[src/hw/rtl/usm_pkg.sv]
// ----------------------------------------------------------------------------
// usm_pkg: shared definitions for the ultrasonic range and speed meter
// Register indexes, report codes, field widths and the count-to-cm scale.
// ----------------------------------------------------------------------------
`default_nettype none

package usm_pkg;

	// echo counter width
	localparam int COUNT_WIDTH = 16;

	// field widths
	localparam int TRIG_WIDTH   = 8;
	localparam int GAP_WIDTH    = 16;
	localparam int HOLD_WIDTH   = 20;
	localparam int DIST_WIDTH   = 12;
	localparam int SPEED_WIDTH  = 14;
	localparam int REPORT_WIDTH = 2;
	localparam int TIMER_WIDTH  = 20;
	localparam int CFG_IDX_WIDTH  = 3;
	localparam int CFG_DATA_WIDTH = 20;

	// distance = floor(count * DIST_NUM / DIST_DEN) + 1, saturated
	localparam int DIST_NUM  = 100;
	localparam int DIST_DEN  = 2941;
	localparam int REM_WIDTH = $clog2(DIST_DEN + DIST_NUM);
	localparam int SPEED_FACTOR = 6;

	// register indexes
	localparam logic [CFG_IDX_WIDTH-1:0] REG_TRIGGER_TICKS = 3'd0;
	localparam logic [CFG_IDX_WIDTH-1:0] REG_GAP_TICKS     = 3'd1;
	localparam logic [CFG_IDX_WIDTH-1:0] REG_HOLD_TICKS    = 3'd2;
	localparam logic [CFG_IDX_WIDTH-1:0] REG_MIN_DISTANCE  = 3'd3;
	localparam logic [CFG_IDX_WIDTH-1:0] REG_MAX_DISTANCE  = 3'd4;

	// register reset values
	localparam logic [TRIG_WIDTH-1:0] TRIGGER_TICKS_RST = 8'd10;
	localparam logic [GAP_WIDTH-1:0]  GAP_TICKS_RST     = 16'd10000;
	localparam logic [HOLD_WIDTH-1:0] HOLD_TICKS_RST    = 20'd100000;
	localparam logic [DIST_WIDTH-1:0] MIN_DISTANCE_RST  = 12'd2;
	localparam logic [DIST_WIDTH-1:0] MAX_DISTANCE_RST  = 12'd400;

	// report codes
	localparam logic [REPORT_WIDTH-1:0] REPORT_NONE  = 2'd0;
	localparam logic [REPORT_WIDTH-1:0] REPORT_VALID = 2'd1;
	localparam logic [REPORT_WIDTH-1:0] REPORT_RANGE = 2'd2;
	localparam logic [REPORT_WIDTH-1:0] REPORT_AWAIT = 2'd3;

endpackage

`default_nettype wire

[src/hw/rtl/ultrasonic_range_speed_meter.sv]
// ----------------------------------------------------------------------------
// ultrasonic_range_speed_meter: echo ranging controller with speed estimate
// Takes one timer tick per input transfer and gives one result per tick.
// ----------------------------------------------------------------------------
// Usage:
//   Input channel (in_valid/in_ready) carries one tick: echo_level and
//   button_level. Output channel (out_valid/out_ready) returns one result per
//   tick: trigger_level, report, distance_cm and speed.
//   Configuration channel (cfg_valid/cfg_ready, cfg_index, cfg_data) writes
//   the five registers; it is always ready. Write only while idle.
//   The result of an accepted tick is registered and shows at the output in
//   the next cycle. Throughput is one tick per cycle while the receiver takes
//   results; the output register is refilled in the same cycle it is drained.
//   The distance is tracked as a running quotient and remainder that advance
//   by one add and compare per echo tick, so no divider is needed.
//   When the receiver stalls, the result holds in the output register and
//   in_ready drops until it is taken.
//   Reset puts the sequencer in idle, clears counters and loads the register
//   defaults; no result is pending after reset.
// ----------------------------------------------------------------------------
`default_nettype none

module ultrasonic_range_speed_meter (
	input  wire logic                                  clk,
	input  wire logic                                  arst_n,
	// configuration
	input  wire logic                                  cfg_valid,
	output logic                                       cfg_ready,
	input  wire logic [usm_pkg::CFG_IDX_WIDTH-1:0]     cfg_index,
	input  wire logic [usm_pkg::CFG_DATA_WIDTH-1:0]    cfg_data,
	// tick input
	input  wire logic                                  in_valid,
	output logic                                       in_ready,
	input  wire logic                                  echo_level,
	input  wire logic                                  button_level,
	// result output
	output logic                                       out_valid,
	input  wire logic                                  out_ready,
	output logic                                       trigger_level,
	output logic [usm_pkg::REPORT_WIDTH-1:0]           report,
	output logic [usm_pkg::DIST_WIDTH-1:0]             distance_cm,
	output logic [usm_pkg::SPEED_WIDTH-1:0]            speed
);

	localparam int CW = usm_pkg::COUNT_WIDTH;
	localparam int DW = usm_pkg::DIST_WIDTH;
	localparam int TW = usm_pkg::TIMER_WIDTH;
	localparam int RW = usm_pkg::REM_WIDTH;
	localparam int SW = usm_pkg::SPEED_WIDTH;

	localparam logic [DW-1:0] QUOT_MAX  = {{(DW-1){1'b1}}, 1'b0};
	localparam logic [RW-1:0] REM_STEP  = RW'(usm_pkg::DIST_NUM);
	localparam logic [RW-1:0] REM_DEN   = RW'(usm_pkg::DIST_DEN);
	localparam logic [SW:0]   SPEED_SAT = {1'b0, {SW{1'b1}}};

	typedef enum logic [3:0] {
		PH_IDLE   = 4'd0,
		PH_TRIG_A = 4'd1,
		PH_WAIT_A = 4'd2,
		PH_CNT_A  = 4'd3,
		PH_GAP    = 4'd4,
		PH_TRIG_B = 4'd5,
		PH_WAIT_B = 4'd6,
		PH_CNT_B  = 4'd7,
		PH_HOLD   = 4'd8
	} phase_t;

	// configuration registers
	logic [usm_pkg::TRIG_WIDTH-1:0] trigger_ticks_q;
	logic [usm_pkg::GAP_WIDTH-1:0]  gap_ticks_q;
	logic [usm_pkg::HOLD_WIDTH-1:0] hold_ticks_q;
	logic [DW-1:0]                  min_distance_q;
	logic [DW-1:0]                  max_distance_q;

	// sequencer state
	phase_t        phase_q, phase_d;
	logic [TW-1:0] timer_q, timer_d;
	logic [CW-1:0] count_q, count_d;
	logic [DW-1:0] quot_q, quot_d;
	logic [RW-1:0] rem_q, rem_d;
	logic [DW-1:0] first_q, first_d;

	// next result
	logic                             trig_d;
	logic [usm_pkg::REPORT_WIDTH-1:0] report_d;
	logic [DW-1:0]                    dist_d;
	logic [SW-1:0]                    speed_d;

	logic          in_xfer;
	logic          go_idle;
	logic [RW-1:0] rem_sum;
	logic [DW-1:0] dist_now;
	logic [DW-1:0] diff;
	logic [SW:0]   speed_raw;
	logic          a_ok;
	logic          b_ok;

	assign cfg_ready = 1'b1;
	assign in_ready  = !out_valid || out_ready;
	assign in_xfer   = in_valid && in_ready;

	// quotient never passes QUOT_MAX, so the +1 cannot overflow
	assign dist_now  = quot_q + DW'(1);
	assign rem_sum   = rem_q + REM_STEP;
	assign diff      = (first_q > dist_now) ? (first_q - dist_now) : (dist_now - first_q);
	assign speed_raw = {1'b0, diff, 2'b00} + {2'b00, diff, 1'b0};
	assign a_ok      = (first_q >= min_distance_q) && (first_q <= max_distance_q);
	assign b_ok      = (dist_now >= min_distance_q) && (dist_now <= max_distance_q);

	always_comb begin
		phase_d  = phase_q;
		timer_d  = timer_q;
		count_d  = count_q;
		quot_d   = quot_q;
		rem_d    = rem_q;
		first_d  = first_q;
		trig_d   = 1'b0;
		report_d = usm_pkg::REPORT_NONE;
		dist_d   = '0;
		speed_d  = '0;
		go_idle  = 1'b0;

		case (phase_q)
			PH_HOLD: begin
				if (timer_q < hold_ticks_q) begin
					timer_d = timer_q + TW'(1);
				end else begin
					// hold ends: this tick checks the button
					go_idle = 1'b1;
				end
			end
			PH_TRIG_A, PH_TRIG_B: begin
				if (timer_q >= TW'(trigger_ticks_q)) begin
					phase_d = (phase_q == PH_TRIG_A) ? PH_WAIT_A : PH_WAIT_B;
					timer_d = '0;
				end else begin
					trig_d  = 1'b1;
					timer_d = timer_q + TW'(1);
				end
			end
			PH_WAIT_A, PH_WAIT_B: begin
				if (echo_level) begin
					count_d = CW'(1);
					quot_d  = '0;
					rem_d   = REM_STEP;
					phase_d = (phase_q == PH_WAIT_A) ? PH_CNT_A : PH_CNT_B;
				end
			end
			PH_CNT_A, PH_CNT_B: begin
				if (echo_level) begin
					count_d = count_q + CW'(1);
					if (count_q == {CW{1'b1}}) begin
						// counter wraps to zero
						quot_d = '0;
						rem_d  = '0;
					end else if (rem_sum >= REM_DEN) begin
						rem_d  = rem_sum - REM_DEN;
						quot_d = (quot_q == QUOT_MAX) ? quot_q : quot_q + DW'(1);
					end else begin
						rem_d = rem_sum;
					end
				end else if (phase_q == PH_CNT_A) begin
					first_d = dist_now;
					phase_d = PH_GAP;
					timer_d = '0;
				end else begin
					if (a_ok && b_ok) begin
						report_d = usm_pkg::REPORT_VALID;
						dist_d   = dist_now;
						speed_d  = (speed_raw > SPEED_SAT) ? SW'(SPEED_SAT) : SW'(speed_raw);
					end else begin
						report_d = usm_pkg::REPORT_RANGE;
					end
					phase_d = PH_HOLD;
					timer_d = '0;
				end
			end
			PH_GAP: begin
				if (timer_q >= TW'(gap_ticks_q)) begin
					trig_d  = 1'b1;
					count_d = '0;
					quot_d  = '0;
					rem_d   = '0;
					phase_d = PH_TRIG_B;
					timer_d = TW'(1);
				end else begin
					timer_d = timer_q + TW'(1);
				end
			end
			default: begin
				go_idle = 1'b1;
			end
		endcase

		if (go_idle) begin
			phase_d = PH_IDLE;
			if (button_level) begin
				trig_d  = 1'b1;
				count_d = '0;
				quot_d  = '0;
				rem_d   = '0;
				phase_d = PH_TRIG_A;
				timer_d = TW'(1);
			end else begin
				report_d = usm_pkg::REPORT_AWAIT;
				timer_d  = '0;
			end
		end
	end

	always_ff @(posedge clk or negedge arst_n) begin
		if (!arst_n) begin
			trigger_ticks_q <= usm_pkg::TRIGGER_TICKS_RST;
			gap_ticks_q     <= usm_pkg::GAP_TICKS_RST;
			hold_ticks_q    <= usm_pkg::HOLD_TICKS_RST;
			min_distance_q  <= usm_pkg::MIN_DISTANCE_RST;
			max_distance_q  <= usm_pkg::MAX_DISTANCE_RST;
		end else if (cfg_valid && cfg_ready) begin
			case (cfg_index)
				usm_pkg::REG_TRIGGER_TICKS: begin
					trigger_ticks_q <= cfg_data[usm_pkg::TRIG_WIDTH-1:0];
				end
				usm_pkg::REG_GAP_TICKS: begin
					gap_ticks_q <= cfg_data[usm_pkg::GAP_WIDTH-1:0];
				end
				usm_pkg::REG_HOLD_TICKS: begin
					hold_ticks_q <= cfg_data[usm_pkg::HOLD_WIDTH-1:0];
				end
				usm_pkg::REG_MIN_DISTANCE: begin
					min_distance_q <= cfg_data[DW-1:0];
				end
				usm_pkg::REG_MAX_DISTANCE: begin
					max_distance_q <= cfg_data[DW-1:0];
				end
				default: begin
					// drop writes to unknown indexes
				end
			endcase
		end
	end

	always_ff @(posedge clk or negedge arst_n) begin
		if (!arst_n) begin
			phase_q   <= PH_IDLE;
			timer_q   <= '0;
			count_q   <= '0;
			quot_q    <= '0;
			rem_q     <= '0;
			first_q   <= '0;
			out_valid <= 1'b0;
		end else if (in_xfer) begin
			phase_q   <= phase_d;
			timer_q   <= timer_d;
			count_q   <= count_d;
			quot_q    <= quot_d;
			rem_q     <= rem_d;
			first_q   <= first_d;
			out_valid <= 1'b1;
		end else if (out_ready) begin
			out_valid <= 1'b0;
		end
	end

	// result register: load on every input transfer
	always_ff @(posedge clk) begin
		if (in_xfer) begin
			trigger_level <= trig_d;
			report        <= report_d;
			distance_cm   <= dist_d;
			speed         <= speed_d;
		end
	end

endmodule

`default_nettype wire

[config.mk]
export PLATFORM = sky130hd
export DESIGN_NAME = ultrasonic_range_speed_meter
export DESIGN_NICKNAME = d
export VERILOG_FILES = /design/src/hw/rtl/usm_pkg.sv /design/src/hw/rtl/ultrasonic_range_speed_meter.sv
export SDC_FILE = /design/constraint.sdc
export NUM_CORES = 1
export LEC_CHECK = 0
export BUFFER_PORTS_ARGS = -buffer_cell sky130_fd_sc_hd__buf_2
export CAP_MARGIN = 15
export CORE_ASPECT_RATIO = 0.6
export CORE_UTILIZATION = 40
export DETAILED_ROUTE_END_ITERATION = 16
export GPL_ROUTABILITY_DRIVEN = 1
export GPL_TIMING_DRIVEN = 1
export HOLD_SLACK_MARGIN = 0.05
export SLEW_MARGIN = 0
export SYNTH_ARGS = -nofsm -noshare
export SYNTH_HDL_FRONTEND = slang
export SYNTH_SLANG_ARGS = --single-unit
[constraint.sdc]
create_clock -name clk -period 15.8 [get_ports clk]
set_input_delay 3.16 -clock clk [delete_from_list [all_inputs] [get_ports clk]]
set_output_delay 3.16 -clock clk [all_outputs]
set_load 0.02 [all_outputs]
* After elaboration in Yosys (flattened, before gate mapping)
Index checks and enable logic that the tools add are counted.
** Word-level totals
- Bits in registers :: 174
- Logic and storage cells :: 136
- Output and inout bits :: 32
** Operators by class
- Add/sub/neg operators :: 8
- Order comparisons :: 10
- Eq/ne operators :: 19
- Mux-type cells :: 57
- Reductions and logical operators :: 23
- Bitwise gates (word level) :: 3
** Operators by type and width (number)
- 12-bit 2-to-1 mux :: 16
- 20-bit 2-to-1 mux :: 5
- 16-bit 2-to-1 mux :: 5
- 20-bit case mux with 4 select lines :: 1
- 12-bit case mux with 3 select lines :: 2
- 16-bit case mux with 3 select lines :: 1
- 12-bit >= comparator :: 2
- 12-bit less-or-equal comparator :: 2
- 4-bit 2-to-1 mux :: 6
- 12-bit subtractor :: 2
- 20-bit by 1-bit adder with 20-bit output, second input constant :: 1
- 20-bit by 16-bit >= comparator with 1-bit output :: 1
- 20-bit by 8-bit >= comparator with 1-bit output :: 1
- 20-bit < comparator :: 1
- 16-bit by 1-bit adder with 16-bit output, second input constant :: 1
- 16-bit equality test, second input constant :: 1
- 4-bit by 3-bit equality test with 1-bit output, second input constant :: 4
- 4-bit case mux with 4 select lines :: 1
- 14-bit by 13-bit adder with 15-bit output :: 1
- 15-bit by 14-bit > comparator with 1-bit output, second input constant :: 1
- 3-bit inequality test, second input constant :: 5
- 14-bit 2-to-1 mux :: 1
- 12-bit by 1-bit adder with 12-bit output, second input constant :: 1
- 12-bit by 7-bit adder with 12-bit output, second input constant :: 1
- 27 further kinds :: 57

* Depth between registers and ports, before layout
- Word-level depth :: 10
- Depth in mapped cells :: 28

* Worst setup path before layout
Ideal clock, no wire load.
- Path kind :: input -> output
- From :: input port out_ready
- To :: output port in_ready
- Required time :: 12.640 ns
- Stages :: 1
- Arrival time :: 3.396 ns
- Path slack :: 9.244 ns
- Path buffers :: 0
- Cells stage by stage :: nand2b_1
** On the way
- Longest elaborated chain between the ends :: 1
** Ends and longest elaborated chain
- start, declared :: line ultrasonic_range_speed_meter.sv:38 : input wire logic out_ready,
- 1-bit logical OR :: line ultrasonic_range_speed_meter.sv:99 : assign in_ready = !out_valid || out_ready;
- end, declared :: line ultrasonic_range_speed_meter.sv:33 : output logic in_ready,
No other way between the ends.

* Final worst setup path
Ends and elaborated chain as after synthesis.

==> results.cfg <==
[setup_path]
path_cells = buf_2 > nand2b_1 > buf_2
slowest_delay_ps = 170
start_kind = primary input
critical_path_peak_fanout = 3
timing.critical_path.mode_cell = buf_2
cpLargestDelayFamily = buffers and inverters
critical_path.slowest_cell = buf_2
criticalPathCategory = primary input to primary output
required_ps = 12640
worst-path-buf-inv = 2
endpoint_kind = primary output
worst-endpoint-arrival_ps = 3580

[synth]
synth.yosys.warnings = 0
asyncSetResetFlopFracSynth_pct = 83.3
dominantRegCellSynth = dfrtp_1
synthesis.area_um2 = 12400
postSynthRegisterBits = 174
ys_types = 89
synth.yosys.seq_area_share_pct = 36.5
syn_inst = 1414
synth-edff-count = 29
postSynthAreaPerCell_um2 = 8.77
synth_fp_nets = 1569

[cells_and_area]
layoutNonFillerInstCount = 1873
fraction_of_final_layout_cells_sized_beyond_drive_strength_1_pct = 12.2
antenna_cells = 0
layout-area-overhead-vs-synth_pct = 10.5
finish.net_count = 1607
final_design_area_no_fill_um2 = 13700

[power_and_ir_drop]
peakVddDrop_uv = 144
power.density_cell_area_nw_per_um2 = 169
power.static_leakage_nw = 6.22
design_power_total_w = 0.00232

[sta]
timing.setup.tns_ps = 0
max_slew_violation_count = 0
finalWorstSetupSlack_ps = 9060
final.period_utilization_pct = 42.6
slew_headroom_pct = 23.5
hold_violation_total_from_the_final_report = 0
final.setup_skew_ps = 16.6
rsz_0062_raised_after_global_routing = false
tightestPinTransition_ps = 1140
fin_crit_ps = 6740
setup_viol = 0
max_freq_mhz = 148

[grt]
grt_first_pass_wirelength_um = 53600
vias_in_the_first_global_route = 9769
largest_net_degree_at_the_start_of_global_routing = 79
gr-usage-all-layers_pct = 21.2
number_of_antenna_violations_at_the_first_check_in_global_routing = 0
gr-total-overflow = 0

[cts]
cts_clock_pin_slew_for_the_worst_setup_and_hold_paths_ps = 70
ctsRootBufferMaster = clkbuf_16
clock_latency_ps = 460
post_cts_resized = 0
ctsHoldBuffers = 0
clock_tree.htree_level_count = 4
cts_tree = built
cts_sinks = 174
ctsLongestPathBuffers = 2
cts_inserted_buffers = 17
cts_post_setup_buffers_inserted = 0

[job]
max-cap-violations = 0

[drt]
1st_iter_drt_viols = 928
totalWireLength_um = 32400
routed_via_density = 5.53
drtAntennaViolNets = 0
drcViolationCount = 0
drtPass1Iterations = 5
num_vias = 10357
wl_per_cell_um = 17.3

[floorplan]
core_area_um2 = 30200
die_area_um2 = 31700
start_util_pct = 41.0
floorplan.rows = 49
die_w_um = 229
die_h_um = 138
floorplan.io_pins = 62

[placement]
place.gp.congestion = 0.890
post-place-cells = 1841
detailedPlace.worstSlack_ps = 9060
count_of_buffers_from_port_buffering = 60
hpwlAfterDp_um = 24300
detailed_place.area_um2 = 13100

[hold_path]
classification_of_the_worst_slack_hold_path = flop to flop

[outcome]
status = finished, final reports clean
==> synth_stat cells, types with 29 or more instances <==
master	number	area, um^2
o21ai_0	149	746
nand2_1	143	537
dfrtp_1	128	3200
ha_1	123	1540
inv_1	121	454
nor2_1	107	402
a21oi_1	83	415
a21o_1	40	300
clkbuf_1	37	139
nand3_1	35	175
xor2_1	30	263
edfxtp_1	29	871
==> power breakdown <==
part | total (W) | internal [W] | switching (W)
logic | 0.00126 | 0.000483 | 0.000775
registers | 0.000622 | 0.000539 | 0.0000830
clock network | 0.000439 | 0.000247 | 0.000192
total | 0.00232 | 0.00127 | 0.00105
==> logic make-up after synthesis <==
group / Yosys count / share of synthesized area, %
flip-flops: 174 / 36.5
adder cells (fa/ha/maj): 128 / 13.0
XOR/XNOR: 56 / 4.02
AO/OA/AOI/OAI: 400 / 20.3
multiplexers: 31 / 2.93
AND/OR/NAND/NOR: 451 / 17.7
other: 1 / 0.0302
buffers and inverters: 173 / 5.57
==> metrics by stage <==
| step | util, % | hold WS, ps |
|---|---|---|
| floorplan | - | 472 |
| global placement | 43.3 | 489 |
| detailed placement | 43.3 | 496 |
| CTS | 45.3 | 511 |
| global route | 45.3 | 518 |
| finish | 45.3 | 508 |
==> flip-flops by register name (all words and copies together) (netlist names), 14 cells and up <==
name,flops
count_q,16
gap_ticks_q,16
hold_ticks_q,20
speed,14
timer_q,20
==> cell type report <==
class | count | area, um^2
fillers | 2860 | 16500
multi-input cells | 1067 | 7230
flip-flops and latches | 174 | 4520
well taps | 408 | 510
clock buffers | 20 | 468
inverters | 123 | 462
repair buffers | 69 | 374
clock inverters | 12 | 133
==> placed cells by master (no fill, tap or decap), types with 9 or more instances in the layout <==
cell,count
xnor2_1,25
nand3_1,35
nor3_1,24
nand4_1,25
a21o_1,40
buf_2,59
ha_1,123
and2_1,9
a21oi_2,10
mux2_2,21
nor2b_1,17
buf_4,9
and3_1,12
or3_1,11
nand2b_1,25
a211oi_1,10
xor2_1,30
clkbuf_16,18
nor2_1,107
a21oi_1,83
dfstp_2,17
a22o_1,17
o21ai_0,149
a31oi_1,9
inv_1,121
edfxtp_1,29
dfrtp_1,128
nand2_1,143
==> per-layer routing <==
layer	part of all wire (%)	wire length, um	global-route usage, %	vias up
li1	-	-	-	5092
met3	6.8	2200	5.01	17
met5	0	0	0	-
met4	0.73	238	4.07	0
met1	54	17400	33.9	4963
met2	39	12600	28.4	285
==> worst min-delay path, cell delays in order (launching register included) <==
cell and delay [ps]:
dfstp_2 360, inv_1 60, o21ai_0 80
==> path summary, 6_finish.rpt <==
path | from | end | slack [ps] | cells past startpoint
max | out_ready | in_ready | 9060 | 3
min | hold_ticks_q[10]$_DFFE_PN1P_ | hold_ticks_q[10]$_DFFE_PN1P_ | 510 | 2
max reg2reg | quot_q[0]$_DFFE_PN0P_ | speed[3]$_SDFFCE_PP0P_ | 9150 | 22
min reg2reg | hold_ticks_q[10]$_DFFE_PN1P_ | hold_ticks_q[10]$_DFFE_PN1P_ | 510 | 2
max in group asynchronous | arst_n | max_distance_q[1]$_DFFE_PN0P_ | 11650 | 2
min in group asynchronous | arst_n | count_q[7]$_DFFE_PN0P_ | 2750 | 1
No activity file was read; power rests on OpenSTA's default activity.
